==> src/design/bfdh_pkg.sv <==
// Shared types and constants for the double-hash bloom filter.
package bfdh_pkg;

  typedef logic [63:0] hash_t;

  localparam hash_t DJB_SEED  = 64'd5381;
  localparam hash_t SDBM_SEED = 64'd0;

  localparam int CFG_W      = 17;
  localparam int FILTER_RST = 65536;

  localparam logic MODE_INSERT = 1'b0;
  localparam logic MODE_SEARCH = 1'b1;

  // status of the remainder unit as seen by the sequencer
  typedef struct packed {
    logic busy;
    logic done;
  } mod_status_t;

endpackage

==> src/design/bfdh_hash.sv <==
// Running djb2 and sdbm hashes over the key bytes.
module bfdh_hash (
  input  logic           clk,
  input  logic           rst,
  input  logic           beat,
  input  logic           last,
  input  logic [7:0]     key_byte,
  output bfdh_pkg::hash_t djb_next,
  output bfdh_pkg::hash_t sdbm_next
);

  bfdh_pkg::hash_t djb;
  bfdh_pkg::hash_t sdbm;
  logic            key_ended;
  logic            take;

  assign take = !key_ended && (key_byte != 8'd0);

  always_comb begin
    djb_next  = djb;
    sdbm_next = sdbm;
    if (take) begin
      djb_next  = (djb << 5) + djb + {56'd0, key_byte};
      sdbm_next = {56'd0, key_byte} + (sdbm << 6) + (sdbm << 16) - sdbm;
    end
  end

  always_ff @(posedge clk) begin
    if (rst) begin
      djb       <= bfdh_pkg::DJB_SEED;
      sdbm      <= bfdh_pkg::SDBM_SEED;
      key_ended <= 1'b0;
    end else if (beat) begin
      if (last) begin
        djb       <= bfdh_pkg::DJB_SEED;
        sdbm      <= bfdh_pkg::SDBM_SEED;
        key_ended <= 1'b0;
      end else begin
        djb  <= djb_next;
        sdbm <= sdbm_next;
        if (key_byte == 8'd0) key_ended <= 1'b1;
      end
    end
  end

endmodule

==> config.mk <==
export PLATFORM = sky130hd
export DESIGN_NAME = bfdh_hash
export DESIGN_NICKNAME = d
export VERILOG_FILES = /design/src/design/bfdh_pkg.sv /design/src/design/bfdh_hash.sv
export SDC_FILE = /design/constraint.sdc
export NUM_CORES = 1
export LEC_CHECK = 0
export ABC_AREA = 1
export BUFFER_PORTS_ARGS = -buffer_cell sky130_fd_sc_hd__buf_4
export CAP_MARGIN = 30
export CELL_PAD_IN_SITES_DETAIL_PLACEMENT = 1
export CELL_PAD_IN_SITES_GLOBAL_PLACEMENT = 2
export CORE_UTILIZATION = 35
export DETAILED_ROUTE_END_ITERATION = 7
export GPL_TIMING_DRIVEN = 0
export PLACE_DENSITY_LB_ADDON = 0.1
export SYNTH_ARGS = -nofsm -noshare
export SYNTH_HDL_FRONTEND = slang
export SYNTH_SLANG_ARGS = --single-unit
==> constraint.sdc <==
create_clock -name clk -period 5 [get_ports clk]
set_input_delay 0.75 -clock clk [delete_from_list [all_inputs] [get_ports clk]]
set_output_delay 0.75 -clock clk [all_outputs]
set_load 0.01 [all_outputs]
==> metrics.md, run 1 <==
| Metric | Value |
|---|---|
| Status | `finished clean` |
| Crit end category | `primary output` |
| Max-cap viol count | `0` |
| Compound-gate portion of the synthesized area | `0.107` |
| Crit path DAT | `3.91 ns` |
| Netlist Area Pre-Place | `20,300 µm²` |
| Number of diodes | `0` |
| Area grow syn2layout | `12.7%` |
| Height of the die | `around 240 µm` |
| Portion of netlist area occupied by mux cells | `0.000493` |
| Post-Synth XOR/XNOR Area | `0.0108` |
| Global-route usage over all layers | `0.320` |
| Worst Hold End | `sdbm[15]` |
| Largest family of logic cells by synthesized area | `simple AND/OR/NAND/NOR gates` |
| Sequential fraction of the synthesis area | `0.127` |
| Vias | `23,100` |
| Syn Nets | `~3,900` |
| Vias in the first global route | `between 20,000 and 25,000` |
| Worst R2R Start | `sdbm[10]` |
| Most common cell after layout, fill and taps aside | `nand2_1` |
| Area leader, netlist | `nand2_1` |
| FF-to-FF setup slack | `between 1 and 1.5 ns` |
| CTS tree | `yes` |
| Final setup vio count | `0` |
| Fmax | `about 210 MHz` |
| Fin area | `approximately 23,000 µm²` |
| Critical path's largest stage delay | `approximately 0.56 ns` |
| I/O Buffers | `between 100 and 150` |
| Cell row count | `a little under 90` |
| # nets final | `approximately 4,100` |
| Clock sinks | `between 100 and 150` |
| Min-delay src | `sdbm[15]` |
| Die width | `~240 µm` |
| Synth top area cells | `nand2_1, inv_1, dfxtp_1` |
| First-pass detailed-route iteration total | `5` |
| Minimum clock period | `about 4.7 ns` |
| Simple-gate share of the synthesized area | `0.415` |
| GRT overflow | `0` |
| Maximum clock insertion buffer count | `2` |
| CTS buffer count | `17` |
| Final period util | `0.932` |
| CP Class | `reg2out` |
| Worst Hold Path Cells | `2` |
| R2R depth | `17` |
| DRC | `0` |
| Root Buffer | `clkbuf_16` |
| Worst hold path type | `reg2reg` |
| Die ar. | `just under 60,000 µm²` |
| Layout cells sized above 1 | `0.0983` |
| Placeable Area | `between 50,000 and 60,000 µm²` |
| First-pass GRT wire length | `between 100 and 150 mm` |
| RSZ-0062 raised after global routing | `no` |
| CTS H-tree lvls | `4` |
| TNS Setup | `0 ns` |
| Crit path buffers/inverters | `3` |
| Via density | `5.05` |
| R2R Path End | `sdbm[59]` |
| Synthesized instance count | `about 3,700` |
| Synth cell types | `48` |
| CTS Hold Bufs | `0` |
| Post-route ant nets | `0` |
| Peak fanout along the critical path | `5` |
| Final hold viol count | `0` |
| CP Cell Sequence | `inv_1 -> fa_1 -> inv_1 -> ha_1 -> nand2_1 -> nor2_1 -> nand2_1 -> nor2_1 -> nand2_1 -> nand3_1 -> nand2_1 -> nand3_1 -> nand3_1 -> and2_1 -> buf_4` |
| Syn avg cell area | `5.55 µm²` |
| Post-CTS setup buffers | `0` |
| Post-Synth Adder-Cell Area | `0.175` |
| Yosys top cell area share | `0.252` |
| Post-DP HPWL | `83.6 mm` |
| Final slew viol count | `0` |
| DRT Wirelength | `around 95 mm` |
| Starting Density | `0.357` |
| Gpl congestion | `~0.95` |
| Startpoint Class | `flop` |
| Area after DPL | `22,300 µm²` |
| CP max-delay cell | `fa_1` |
| Final core utilization | `0.403` |
| Largest net degree at the start of global routing | `17` |
| Most used cell, CP | `nand2_1` |
| Slew margin rel. | `0.243` |
| Io pins | `140` |
| Yosys reg bits | `129` |
| Delay-heaviest family, CP | `simple AND/OR/NAND/NOR gates` |
| Initial antenna violation count | `0` |
| Clock transition at the registers of the reported paths | `~0.080 ns` |
| Least-Margin Pin Slew | `between 1 and 1.5 ns` |
| Most frequent cells in the layout | `nand2_1, inv_1, a21oi_1` |
| Clk Latency, worst-skew pair | `about 0.46 ns` |
| Iter 0 DRT Violations | `roughly 1,200` |
| Worst path required time | `between 4 and 5 ns` |
| Post-CTS resize count | `0` |
| Wirelength per Cell | `20.8 µm` |
| Synthesis Warnings | `0` |
| Layout Skew | `approximately 0.019 ns` |
[how the worst max path moves through the flow]
stage                            from       endpoint  slack (ns)  depth (start not counted)
after floorplan           key_byte[7]  sdbm_next[60]        1.47                         17
after global placement    key_byte[7]  sdbm_next[61]        0.48                         20
after detailed placement  key_byte[7]  sdbm_next[45]        0.44                         20
after CTS                    sdbm[41]  sdbm_next[49]        0.35                         14
after global routing          sdbm[6]  sdbm_next[43]        0.14                         17
final                        sdbm[10]  sdbm_next[43]        0.34                         15
[logic make-up (layout without fill, tap and decap cells)]
family                   after synthesis  in the layout
AND/OR/NAND/NOR                     1989           1989
buffers and inverters                872           1042
AO/OA/AOI/OAI                        388            388
adder cells (fa/ha/maj)              252            252
flip-flops                           129            129
XOR/XNOR                              25             25
multiplexers                           1              1
[per-stage QoR]
stage               cells  hold slack (ns)  setup slack, ns
floorplan            3656            0.445             1.47
global placement     4549            0.453            0.476
detailed placement   4550            0.458            0.440
CTS                  4582            0.468            0.352
global route         4582            0.494            0.138
finish               4582            0.470            0.338
[sequential cells by signal, summed over array words and instances, names as in the netlist]
register,cells
djb,64
key_ended,1
sdbm,64
[synth_stat cells (all sizes together)]
cell type / n
dfxtp: 129
clkinv: 5
o211ai: 15
mux2i: 1
xor2: 13
o21a: 14
o21ai: 91
o21bai: 11
ha: 198
inv: 796
nand3: 227
a31oi: 3
nand4: 18
nor4: 2
xnor2: 12
a21oi: 247
nand2: 1391
clkbuf: 39
fa: 54
buf: 32
nor3: 23
and2: 46
o22ai: 5
a2bb2oi: 2
or2: 46
nor2: 224
nand3b: 12
[area by class of cell]
class,instances,area (µm²)
fillers,8102,33900
multi-input cells,2655,14400
inverters,801,3010
flip-flops and latches,129,2580
repair buffers,138,1040
well taps,756,946
clock buffers,17,425
plain buffers,71,319
clock inverters,15,174
[routing by layer]
layer | vias to the layer above | share of wire | global-route usage | wire length (µm)
li1 | 11400 | - | - | -
met1 | 11100 | 0.46 | 0.412 | 43500
met2 | 428 | 0.48 | 0.562 | 45300
met3 | 128 | 0.032 | 0.0234 | 3040
met4 | 0 | 0.035 | 0.108 | 3350
met5 | - | 0 | 0 | 0
[worst register-to-register path, stage by stage, from the launching register on]
cell and delay [ns]:
dfxtp_1 0.42, inv_1 0.17, fa_1 0.56, inv_1 0.05, ha_1 0.38, nand2_1 0.16, nor2_1 0.24, nand2_1 0.10
nor2_1 0.12, nand2_1 0.06, nand3_1 0.33, nand2_1 0.25, nand2_1 0.15, nand2_1 0.07, nand3_2 0.09, nand2_2 0.09
nand2_1 0.08, a21oi_2 0.05
Power of run 1 is not shown: default switching activity piles up to over one toggle a cycle in this logic, so the estimate is an artifact.
==> run 2: changes to the inputs <==
==> constraint.sdc (replaced) <==
create_clock -name clk -period 5 [get_ports clk]
set_input_delay 1 -clock clk [delete_from_list [all_inputs] [get_ports clk]]
set_output_delay 1 -clock clk [all_outputs]
set_load 0.01 [all_outputs]
==> metrics.md, run 2 (synthesized netlist as in run 1, its figures left out) <==
| Metric | Value |
|---|---|
| Clock transition at the registers of the reported paths | `around 0.06 ns` |
| Worst Hold End | `sdbm[15]` |
| Vias in the first global route | `roughly 24,000` |
| CTS H-tree lvls | `4` |
| Layout Skew | `between 0.015 and 0.02 ns` |
| Largest registers | `djb x64, sdbm x64, key_ended x1` |
| Final worst slack | `0.0807 ns` |
| Max-cap viol count | `0` |
| CTS Hold Bufs | `0` |
| Final period util | `0.984` |
| Final non-filler cell total | `around 4,600` |
| R2R Path End | `sdbm[59]` |
| Final slew viol count | `0` |
| Wirelength per Cell | `around 21 µm` |
| Area grow syn2layout | `13.5%` |
| Layout cells sized above 1 | `0.107` |
| Iter 0 DRT Violations | `1,236` |
| Worst Hold Path Cells | `2` |
| GR Util met2 | `0.562` |
| Die width | `243 µm` |
| R2R depth | `15` |
| RSZ-0062 raised after global routing | `no` |
| First-pass GRT wire length | `142 mm` |
| # nets final | `just over 4,000` |
| CTS tree | `yes` |
| Starting Density | `0.357` |
| Cells after DPL | `~4,600` |
| Final setup vio count | `0` |
| Global-route usage over all layers | `0.320` |
| Minimum clock period | `4.92 ns` |
| CP Class | `in2out` |
| Largest net degree at the start of global routing | `17` |
| Fmax | `around 200 MHz` |
| Most common cell after layout, fill and taps aside | `nand2_1` |
| GRT met3 Usage | `0.0237` |
| FF-to-FF setup slack | `1.57 ns` |
| Min-delay src | `sdbm[15]` |
| Final hold viol count | `0` |
| Initial antenna violation count | `0` |
| Pre-CTS setup slack | `-0.0598 ns` |
| First-pass detailed-route iteration total | `5` |
| Clk Latency, worst-skew pair | `0.46 ns` |
| Worst path required time | `about 4.0 ns` |
| I/O Buffers | `roughly 140` |
| Via density | `roughly 5.1` |
| GRT overflow | `0` |
| Vias | `around 23,000` |
| Crit path DAT | `around 3.9 ns` |
| Slew margin rel. | `0.275` |
| Io pins | `between 100 and 150` |
| Final core utilization | `0.405` |
| Placeable Area | `56,800 µm²` |
| Worst hold path type | `reg2reg` |
| CTS buffer count | `17` |
| Gpl congestion | `about 0.95` |
| Post-DP HPWL | `between 80 and 90 mm` |
| Maximum clock insertion buffer count | `2` |
| DRT Wirelength | `between 90 and 100 mm` |
| Crit end category | `primary output` |
| Startpoint Class | `primary input` |
| Cell row count | `87` |
| DRC | `0` |
| Number of diodes | `0` |
| Root Buffer | `clkbuf_16` |
| Least-Margin Pin Slew | `1.09 ns` |
| Met1 usage | `0.412` |
| Status | `finished clean` |
| Peak fanout along the critical path | `5` |
| Die ar. | `59,000 µm²` |
| Worst R2R Start | `sdbm[40]` |
| Height of the die | `243 µm` |
| Gr busiest metal | `met2` |
| Post-route ant nets | `0` |
| Clock sinks | `about 130` |
| Most frequent cells in the layout | `nand2_1, inv_1, a21oi_1` |
[run 2: layer usage]
layer	part of all wire	wire, µm
met5	0	0
met4	0.035	3350
met3	0.031	2970
met2	0.48	45300
met1	0.46	43700
[run 2: worst max path at each step]
stage,start,slack [ns],to,cells after the start
2_1_floorplan,key_byte[7],0.97,sdbm_next[60],17
3_3_place_gp,key_byte[7],-0.02,sdbm_next[61],20
3_5_place_dp,key_byte[7],-0.06,sdbm_next[45],20
4_1_cts,key_byte[7],0.02,sdbm_next[55],15
5_1_grt,key_byte[7],0.01,sdbm_next[37],17
6_report,key_byte[7],0.08,sdbm_next[37],17
[run 2: cell type report]
cell class,instances,area [µm²]
Fill cell,8084,33800
Multi-Input combinational cell,2655,14500
Inverter,801,3010
Sequential cell,129,2580
Timing Repair Buffer,139,1050
Tap cell,756,946
Clock buffer,17,425
Buffer,71,319
Clock inverter,15,174
[run 2: repair_timing]
item,in CTS,in global routing
pin swaps,0,2
endpoints found under the hold margin,0,0
gates resized for setup,4,35
setup buffers,0,1
setup endpoints to repair,6,30
[run 2: worst max-delay path, stage by stage]
cell	delay (ns)
buf_4	0.12
inv_1	0.08
fa_1	0.53
inv_1	0.04
ha_2	0.41
nand2_2	0.11
nor2_2	0.17
nand2_1	0.07
nor2_1	0.10
nand2_1	0.06
nand3b_1	0.30
nand2_1	0.22
nand2_1	0.10
nand2_1	0.05
nand3_1	0.11
o21a_1	0.27
buf_4	0.17
[run 2: metrics by stage]
step                      setup TNS, ns  hold slack (ns)  area [µm²]
after global placement          -0.0622            0.453       22300
after CTS                             0            0.468       22900
final                                 0            0.470       23000
after floorplan                       0            0.445       20300
after detailed placement         -0.207            0.458       22300
after global routing                  0            0.494       23000
Power of run 2 is left out for the same reason.
