File: src/design/bfdh_pkg.sv
// Shared types and constants for the double-hash bloom filter.
package bfdh_pkg;

  typedef logic [63:0] hash_t;

  localparam hash_t DJB_SEED  = 64'd5381;
  localparam hash_t SDBM_SEED = 64'd0;

  localparam int CFG_W      = 17;
  localparam int FILTER_RST = 65536;

  localparam logic MODE_INSERT = 1'b0;
  localparam logic MODE_SEARCH = 1'b1;

  // status of the remainder unit as seen by the sequencer
  typedef struct packed {
    logic busy;
    logic done;
  } mod_status_t;

endpackage

File: src/design/bfdh_mod.sv
// Restoring remainder unit: 64-bit value modulo the filter size, one bit a cycle.
module bfdh_mod #(
  parameter int NB = 17
) (
  input  logic                  clk,
  input  logic                  rst,
  input  logic                  start,
  input  bfdh_pkg::hash_t       dividend,
  input  logic [NB-1:0]         divisor,
  output bfdh_pkg::mod_status_t status,
  output logic [NB-1:0]         remainder
);

  bfdh_pkg::hash_t shreg;
  logic [NB-1:0]   rem;
  logic [5:0]      count;
  logic            busy;
  logic            done;
  logic [NB:0]     trial;
  logic [NB:0]     trial_sub;

  assign trial     = {rem, shreg[63]};
  assign trial_sub = trial - {1'b0, divisor};

  always_ff @(posedge clk) begin
    if (rst) begin
      busy <= 1'b0;
      done <= 1'b0;
    end else begin
      done <= 1'b0;
      if (start) begin
        busy <= 1'b1;
      end else if (busy && count == 6'd63) begin
        busy <= 1'b0;
        done <= 1'b1;
      end
    end
  end

  always_ff @(posedge clk) begin
    if (start) begin
      shreg <= dividend;
      rem   <= '0;
      count <= 6'd0;
    end else if (busy) begin
      shreg <= shreg << 1;
      count <= count + 6'd1;
      if (trial >= {1'b0, divisor}) rem <= trial_sub[NB-1:0];
      else                          rem <= trial[NB-1:0];
    end
  end

  assign status    = '{busy: busy, done: done};
  assign remainder = rem;

endmodule

File: config.mk
export PLATFORM = sky130hd
export DESIGN_NAME = bfdh_mod
export DESIGN_NICKNAME = d
export VERILOG_FILES = /design/src/design/bfdh_pkg.sv /design/src/design/bfdh_mod.sv
export SDC_FILE = /design/constraint.sdc
export NUM_CORES = 1
export LEC_CHECK = 0
export BUFFER_PORTS_ARGS = -buffer_cell sky130_fd_sc_hd__buf_4
export CAP_MARGIN = 20
export CELL_PAD_IN_SITES_DETAIL_PLACEMENT = 0
export CELL_PAD_IN_SITES_GLOBAL_PLACEMENT = 1
export CORE_MARGIN = 8
export CORE_UTILIZATION = 25
export CTS_CLUSTER_DIAMETER = 60
export DETAILED_ROUTE_END_ITERATION = 6
export HOLD_SLACK_MARGIN = 0.15
export PLACE_DENSITY_LB_ADDON = 0.05
export SLEW_MARGIN = 20
export SYNTH_ARGS = -nofsm -noshare
export SYNTH_HDL_FRONTEND = slang
export SYNTH_SLANG_ARGS = --single-unit
export TNS_END_PERCENT = 10
File: constraint.sdc
create_clock -name clk -period 3.7 [get_ports clk]
set_input_delay 0.37 -clock clk [delete_from_list [all_inputs] [get_ports clk]]
set_output_delay 0.37 -clock clk [all_outputs]
set_load 0.02 [all_outputs]
==> results of run 1 <==
[power groups by stage]
stage / combinational, mW / clock, mW / sequential (mW)
global route: 0.349 / 1.05 / 1.21
finish: 0.315 / 0.969 / 1.20
CTS: 0.322 / 1.01 / 1.20
detailed placement: 0.321 / 0 / 1.22
floorplan: 0.197 / 0 / 1.21
global placement: 0.319 / 0 / 1.22
[cell usage after synthesis, drive strengths merged (7+ instances only)]
cell type / number / share of area [%]
inv: 21 / 1.7
ha: 18 / 4.8
mux2: 63 / 15
clkbuf: 13 / 1.0
buf: 8 / 1.5
dfxtp: 25 / 11
edfxtp: 64 / 41
xor2: 11 / 2.1
nand2: 28 / 2.5
a32oi: 7 / 1.3
nand3: 16 / 1.7
o21ai: 12 / 1.4
a21oi: 18 / 2.1
nor2: 16 / 1.3
xnor2: 7 / 1.3
[metrics by stage]
| stage | util (%) | std cells | hold slack (ns) |
|---|---|---|---|
| floorplan | - | 385 | 0.442 |
| global placement | 30.5 | 704 | 0.477 |
| detailed placement | 30.5 | 704 | 0.504 |
| CTS | 32.2 | 719 | 0.182 |
| global route | 32.2 | 719 | 0.185 |
| finish | 32.2 | 719 | 0.196 |
[worst max-delay path by stage]
stage / to / slack, ns / cells past startpoint
after CTS: remainder[0] / 1.0 / 10
after floorplan: shreg[0] / 1.19 / 4
after detailed placement: remainder[0] / 0.99 / 10
after global placement: remainder[0] / 1.03 / 10
after global routing: remainder[7] / 0.76 / 10
final: remainder[0] / 1.01 / 10
[metal layers]
layer	share of wire [%]	routed length, µm	global-route usage (%)	vias up
li1	-	-	-	1621
met1	51	5860	13.8	1514
met2	44	5080	14.9	68
met3	4.6	537	3.04	9
met4	1.0	121	2.59	0
met5	0	0	0	-
[kinds of logic (layout without fill, tap and decap cells)]
logic type	count (synthesis)	count (layout)
adder cells (fa/ha/maj)	19	19
flip-flops	89	89
AO/OA/AOI/OAI	72	72
AND/OR/NAND/NOR	80	80
buffers and inverters	42	142
XOR/XNOR	18	18
multiplexers	65	65
[flip-flops by register name (all words and copies together), names as in the netlist]
signal     cells
shreg         64
remainder     17
count          6
busy           1
done           1
[final cells by class]
cell class,count,share of cell area [%]
multi-input combinational,254,34.6
clock inverter,5,1.36
sequential,89,40.5
clock buffer,10,3.83
inverter,21,1.32
timing repair buffer,106,13.5
tap,234,4.89
==> results_dict.tcl, run 1 <==
set metrics [dict create \
    synth_compound_area_share_pct 11.8 \
    ys_seq_elements 89 \
    cts_resized 0 \
    seqPwrFrac_pct 48.2 \
    post-cts-setup-buffers 0 \
    hold_class "input port to register" \
    criticalPathCategory "register to register" \
    hp-start "rst" \
    worst-r2r-cell-count 10 \
    p_switching_mw 0.554 \
    cts.clk_slew.worst_paths_ns 0.06 \
    powerDensity_mw_per_mm2 414 \
    dieArea_mm2 0.0234 \
    finalSetupViolCount 0 \
    hold_end "done" \
    power.internal_mw 1.93 \
    cts_tree "built" \
    clockBufferDepth 2 \
    wl_um 11600 \
    ys.flop_type "edfxtp_1" \
    pre_cts_ws_ns 0.988 \
    status "complete, no violations" \
    ir_drop_v 0.000275 \
    antenna_found_initial 0 \
    chipWidth_um 153 \
    rr_startpoint "shreg[63]" \
    fmaxAchievable_mhz 371 \
    seqCellArea_mm2 0.00242 \
    final_area_mm2 0.00599 \
    switching_share_pct 22.3 \
    fin_crit_sh_pct 72.8 \
    drc 0 \
    synth-async-reset-ratio_pct 0 \
    nFillCells 1920 \
    cp-startpoint "shreg[63]" \
    synth_mux_area_share_pct 15.5 \
    vias 3212 \
    dpl_cell_area_mm2 0.00568 \
    grt_use_total_pct 10.0 \
    cts_buffers 9 \
    r2r_slack_ns 1.01 \
    fin_ws_ns 1.01 \
    power_frac_clock_pct 39.1 \
    crit_family "compound AO/OA/AOI/OAI gates" \
    clk_latency_ns 0.33 \
    ant_nets 0 \
    end_kind "register" \
    power_mw 2.48 \
    cts_max_level 3 \
    synth_top_family_by_area "multiplexers" \
    synth_area_mm2 0.00469 \
    start_util_pct 25.3 \
    leakagePower_nw 2.43 \
    hold_viol 0 \
    io_buffers 102 \
    drive_gt1_share_pct 41.4 \
    crit_required_ns 3.93 \
    synthXorXnorAreaFrac_pct 3.36 \
    io-pin-count 103 \
    routabilityCongestion 0.759 \
    crit_buf_inv 2 \
    syn_avg_cell_area_um2 12.2 \
    synthAdderAreaFrac_pct 5.23 \
    grt_overflow 0 \
    postSynthCellCount 385 \
    ys_types 52 \
    start_kind "register" \
    diodes 0 \
    cts-root-buf "clkbuf_16" \
    reg2reg_to "remainder[0]" \
    drtPass1Iterations 4 \
    synth_simple_gate_area_share_pct 8.29 \
    multi_input_area_mm2 0.00207 \
    cts.sinks 89 \
    power_frac_comb_pct 12.7 \
    holdBufCountCts 0 \
    synthToLayoutAreaGrowth_pct 27.5 \
    grt_pass1_vias 3354 \
    core_area_mm2 0.0186 \
    critPathMaxStageDelay_ns 0.43 \
    crit_path_cell_trace "inv_1, ha_1, inv_1, fa_1, a211oi_2, o21ai_2, a211oi_2, o31a_4, mux2i_1, a22o_1" \
    final_nets 584 \
    maxCapViolCount 0 \
    synth_nets 488 \
    finalClockSkew_ns 0.00338 \
    row_count 50 \
    layout_commonest_cell "buf_4" \
    drt_iter0_markers 141 \
    hold_depth 2 \
    slowest_stage "fa_1" \
    finalMaxSlewViolations 0 \
    grt_pass1_wl_um 18800 \
    seq_area_frac_synth_pct 51.6 \
    yosys_warnings 0 \
    final_cell_mix "buf_4 (105), edfxtp_1 (64), mux2_2 (63)" \
    tightest_slew_ns 0.633 \
    slew_headroom_pct 57.8 \
    synth_edf_count 64 \
    finalSetupTns_ns 0 \
    die_y_um 153 \
    period_minus_slack_ns 2.69 \
    worstPathArrival_ns 2.92 \
    hpwlAfterDp_um 8610 \
    grt_max_degree 42 \
    worst-path-max-fanout 24 \
    rsz0062_at_grt "false" \
    via_per_inst 4.47 \
    wire_per_inst_um 16.1 \
]
No activity file was read; power rests on OpenSTA's default activity.
==> run 2, diff against run 1 <==
- ABC_AREA: not set -> 1
- clock period: 3.7 -> 2.6 ns (I/O delays scaled with it)
==> run 2 against run 1 <==
Clock-buffer cell count down 1; via count up 35%; worst hold slack worse by 0.026 ns; fmax up 17%; die area up 7.4%; routed wire length up 22%; register-to-register slack worse by 0.71 ns; sequential cell count unchanged; cell area up 8.3%; clock skew up 0.0015 ns; synthesized area up 8.3%; sequential power up 41%; critical endpoint is now remainder[2].
==> results_dict.tcl, run 2 <==
set metrics [dict create \
    drtPass1Iterations 4 \
    row_count 52 \
    wire_per_inst_um 13.6 \
    io-pin-count 103 \
    hold_viol 0 \
    synth-async-reset-ratio_pct 0 \
    cts_buffers 9 \
    cts_tree "built" \
    powerDensity_mw_per_mm2 544 \
    switching_share_pct 24.0 \
    route.met3.wl_um 658 \
    layout_commonest_cell "nand2_1" \
    r2r_slack_ns 0.30 \
    yosysTopAreaCellShare_pct 37.8 \
    ys.flop_type "edfxtp_1" \
    worst-path-max-fanout 18 \
    start_util_pct 25.3 \
    ys_types 33 \
    fin_crit_sh_pct 88.6 \
    post-cts-setup-buffers 0 \
    synth_simple_gate_area_share_pct 35.0 \
    dieArea_mm2 0.0252 \
    period_minus_slack_ns 2.30 \
    criticalPathCategory "register to register" \
    final_nets 868 \
    core_area_mm2 0.0201 \
    ir_drop_v 0.000289 \
    grt_pass1_wl_um 22900 \
    seq_area_frac_synth_pct 47.6 \
    leakagePower_nw 3.33 \
    cts.sinks 89 \
    drt_iter0_markers 185 \
    finalClockSkew_ns 0.00487 \
    clockBufferDepth 2 \
    synth_area_mm2 0.00508 \
    routed.top_layer "met4" \
    vias 4331 \
    routabilityCongestion 0.752 \
    ant_nets 0 \
    ys_seq_elements 89 \
    chipWidth_um 159 \
    grt_overflow 0 \
    clk_latency_ns 0.34 \
    drive_gt1_share_pct 19.9 \
    via_per_inst 4.16 \
    cts.clk_slew.worst_paths_ns 0.07 \
    end_kind "register" \
    grt_max_degree 38 \
    postSynthCellCount 667 \
    wl_met2_um 6850 \
    synth_compound_area_share_pct 2.63 \
    cts_max_level 3 \
    wl_um 14200 \
    power_frac_clock_pct 40.3 \
    seqPwrFrac_pct 47.9 \
    die_y_um 159 \
    grt_use_total_pct 11.7 \
    finalSetupViolCount 0 \
    tightest_slew_ns 0.536 \
    crit_required_ns 2.84 \
    start_kind "register" \
    power.internal_mw 2.68 \
    finalMaxSlewViolations 0 \
    drc 0 \
    synth_mux_area_share_pct 0 \
    finalCoreUtilization_pct 32.3 \
    synth_top_family_by_area "simple AND/OR/NAND/NOR gates" \
    fmaxAchievable_mhz 434 \
    synth.most_common_cell "nand2_1" \
    status "complete, no violations" \
    p_switching_mw 0.847 \
    worstPathArrival_ns 2.54 \
    hold_class "input port to register" \
    antenna_found_initial 0 \
    synth_edf_count 64 \
    final_cell_mix "nand2_1 (319), buf_4 (106), inv_1 (78)" \
    io_buffers 102 \
    synthAdderAreaFrac_pct 4.82 \
    met1Wirelength_um 6520 \
    largest_register_ff_count 64 \
    yosys_warnings 0 \
    slew_headroom_pct 64.2 \
    power_mw 3.53 \
    regMostFlops "shreg" \
    syn_avg_cell_area_um2 7.62 \
    grt_pass1_vias 4469 \
    synth_nets 770 \
    power_frac_comb_pct 11.8 \
    synth_top_area_cell "edfxtp_1" \
    synthXorXnorAreaFrac_pct 1.21 \
    maxCapViolCount 0 \
    rsz0062_at_grt "false" \
    cts-root-buf "clkbuf_16" \
    netlist_top_cells_area "edfxtp_1 (38%), nand2_1 (24%), dfxtp_1 (9.8%)" \
    hpwlAfterDp_um 10600 \
    finalSetupTns_ns 0 \
    synthToLayoutAreaGrowth_pct 27.6 \
    synth_common_cells "nand2_1 (319), inv_1 (80), edfxtp_1 (64), nand3_1 (40), dfxtp_1 (25)" \
    diodes 0 \
]
## run 2: logic make-up after synthesis
| kind of cell | Yosys count |
|---|---|
| adder cells (fa/ha/maj) | 19 |
| AO/OA/AOI/OAI | 25 |
| buffers and inverters | 109 |
| AND/OR/NAND/NOR | 418 |
| XOR/XNOR | 7 |
| flip-flops | 89 |
## run 2: critical path: stages, from the launching register on
cell and delay, ns:
dfxtp_1 0.41, ha_1 0.31, a21oi_1 0.30, nor2_1 0.07, nor2_1 0.09, nand2_1 0.09
nor2_4 0.41, nand2_4 0.28, nor2_1 0.16, o21ai_1 0.08
## run 2: path summary, 6_finish.rpt
kind | to | start | cells after the start
setup / recovery | remainder[2] | remainder[14] | 9
hold / removal | shreg[0] | dividend[0] | 3
setup reg to reg | remainder[2] | remainder[14] | 9
hold reg to reg | count[5] | count[5] | 2
## run 2: area by class of cell
class / instances / area, µm²
inverters: 86 / 323
fillers: 2186 / 13600
clock inverters: 7 / 92.6
repair buffers: 110 / 866
well taps: 270 / 338
clock buffers: 9 / 225
flip-flops and latches: 89 / 2420
multi-input cells: 469 / 2220
## run 2: layer usage
| metal | vias to the layer above | GRT usage [%] |
|---|---|---|
| met5 | - | 0 |
| met4 | 0 | 2.69 |
| met3 | 11 | 3.37 |
| met2 | 78 | 19.4 |
| met1 | 1961 | 14.7 |
| li1 | 2281 | - |
## run 2: power groups by stage
stage                     Clock, mW  Combinational (mW)  Sequential (mW)
after CTS                      1.49               0.430             1.69
after global routing           1.53               0.480             1.70
after global placement            0               0.425             1.72
after detailed placement          0               0.427             1.72
after floorplan                   0               0.233             1.72
final                          1.42               0.416             1.69
## run 2: through the flow
step	cells	setup WS, ns	hold slack, ns	cell area [µm²]
after floorplan	667	0.282	0.332	5080
after global placement	1023	0.275	0.452	6160
after detailed placement	1023	0.257	0.450	6160
after CTS	1040	0.251	0.154	6480
after global routing	1040	0.0685	0.168	6480
final	1040	0.297	0.170	6480
## run 2: timing repair
action / CTS / global route
resized for setup: 0 / 0
endpoints found under the setup margin: 0 / 0
endpoints found under the hold margin: 1 / 0
hold buffers: 1 / 0
==> run 3, diff against run 2 <==
- CAP_MARGIN: 20 -> 25
- RECOVER_POWER: not set -> 25
==> run 3 against run 2 <==
Non-clock buffer count stayed put; sequential share of layout area increased by 0.28 points; combinational power barely moved; register-to-register slack is essentially flat; worst hold slack about the same; final cell count did not move; worst setup slack got worse by 0.012 ns; via count decreased by 0.23%; die area unchanged; first-iteration DRC count is 0.54% higher; global-route usage unchanged.
==> results_dict.tcl, run 3 (same netlist as run 2, synthesis figures left out) <==
set metrics [dict create \
    status "complete, no violations" \
    cts_resized 0 \
    wl_met2_um 6850 \
    via_per_inst 4.15 \
    pre_cts_ws_ns 0.257 \
    hp-start "dividend[0]" \
    met1Wirelength_um 6500 \
    ant_nets 0 \
    start_kind "register" \
    hold_viol 0 \
    wire_per_inst_um 13.6 \
    layout_commonest_cell "nand2_1" \
    antenna_found_initial 0 \
    leakagePower_nw 3.28 \
    start_util_pct 25.3 \
    finalSetupTns_ns 0 \
    tightest_slew_ns 1.46 \
    finalMaxSlewViolations 0 \
    route.met3.wl_um 683 \
    synthToLayoutAreaGrowth_pct 26.6 \
    largest_register_ff_count 64 \
    rr_startpoint "remainder[14]" \
    wl_um 14200 \
    grt_overflow 0 \
    ir_drop_v 0.000290 \
    crit_path_frequent_cell "nor2_1" \
    slew_headroom_pct 2.85 \
    powerDensity_mw_per_mm2 548 \
    rsz0062_at_grt "false" \
    cts.sinks 89 \
    io_buffers 102 \
    drtPass1Iterations 4 \
    cts_max_level 3 \
    cts.clk_slew.worst_paths_ns 0.07 \
    grt_use_total_pct 11.7 \
    finalSetupViolCount 0 \
    diodes 0 \
    hpwlAfterDp_um 10600 \
    end_kind "register" \
    drt_iter0_markers 186 \
    routabilityCongestion 0.752 \
    cts_tree "built" \
    grt_pass1_wl_um 22900 \
    post-cts-setup-buffers 0 \
    clockBufferDepth 2 \
    clk_latency_ns 0.34 \
    maxCapViolCount 0 \
    period_minus_slack_ns 2.31 \
    crit_buf_inv 0 \
    finalClockSkew_ns 0.00512 \
    io-pin-count 103 \
    die_y_um 159 \
    cp-startpoint "remainder[14]" \
    chipWidth_um 159 \
    dieArea_mm2 0.0252 \
    critPathMaxStageDelay_ns 0.42 \
    crit_family "simple AND/OR/NAND/NOR gates" \
    fin_ws_ns 0.285 \
    core_area_mm2 0.0201 \
    drive_gt1_share_pct 18.2 \
    fmaxAchievable_mhz 432 \
    cts-root-buf "clkbuf_16" \
    fin_crit_sh_pct 89.0 \
    grt_max_degree 38 \
    crit_required_ns 2.84 \
    slowest_stage "nor2_4" \
    routed.top_layer "met4" \
    crit_path_cell_trace "ha_1, a21oi_1, nor2_1, nor2_1, nand2_1, nor2_4, nand2_4, nor2_1, o21ai_1" \
    worstPathArrival_ns 2.55 \
    grt_pass1_vias 4469 \
    vias 4321 \
    criticalPathCategory "register to register" \
    cts_buffers 9 \
    hold_class "input port to register" \
    final_nets 868 \
    regMostFlops "shreg" \
    final_cell_mix "nand2_1 (319), buf_4 (93), inv_1 (79)" \
    drc 0 \
    row_count 52 \
    worst-path-max-fanout 18 \
]
==> run 3: cell count changes in the layout (fill, tap and decap cells not counted) <==
cell | before | now
inv_1 | 78 | 79
buf_4 | 106 | 93
clkbuf_2 | 0 | 1
inv_2 | 8 | 7
clkbuf_1 | 0 | 12
==> run 3: metal layers <==
layer  up-vias  GRT usage, %
li1       2281             -
met1      1951          14.7
met2        77          19.4
met3        12          3.37
met4         0          2.69
met5         -             0
==> run 3: cell type report <==
| class | count | area (µm²) |
|---|---|---|
| Tap cell | 270 | 338 |
| Clock buffer | 9 | 225 |
| Fill cell | 2200 | 13700 |
| Timing Repair Buffer | 110 | 818 |
| Sequential cell | 89 | 2420 |
| Multi-Input combinational cell | 469 | 2220 |
| Inverter | 86 | 323 |
| Clock inverter | 7 | 92.6 |
==> run 3: report_power, final <==
group	switching, mW	internal (mW)
clock	0.578	0.843
combinational	0.234	0.182
sequential	0.0347	1.66
==> run 3: what timing repair did <==
item                       4_1_cts  5_1_grt
hold buffers                     1        0
hold endpoints to repair         1        0
setup endpoints to repair        0        0
==> run 3: final timing paths <==
| path | endpoint | slack, ns | cells after the start |
|---|---|---|---|
| max | remainder[2] | 0.29 | 9 |
| min | shreg[0] | 0.17 | 3 |
| max reg2reg | remainder[2] | 0.29 | 9 |
| min reg2reg | count[5] | 0.47 | 2 |
==> run 3: worst register-to-register path: stages (launching register included) <==
cell	delay, ns
dfxtp_1	0.41
ha_1	0.31
a21oi_1	0.30
nor2_1	0.07
nor2_1	0.09
nand2_1	0.09
nor2_4	0.42
nand2_4	0.28
nor2_1	0.16
o21ai_1	0.08
==> run 3: per-stage QoR <==
step                area (µm²)  power (mW)  instances  hold slack, ns  util, %
detailed placement        6160        2.15       1023           0.450     30.6
global placement          6160        2.14       1023           0.452     30.6
global route              6440        3.71       1040           0.168     32.0
finish                    6440        3.53       1040           0.171     32.0
floorplan                 5080        1.95        667           0.332        -
CTS                       6480        3.61       1040           0.154     32.3
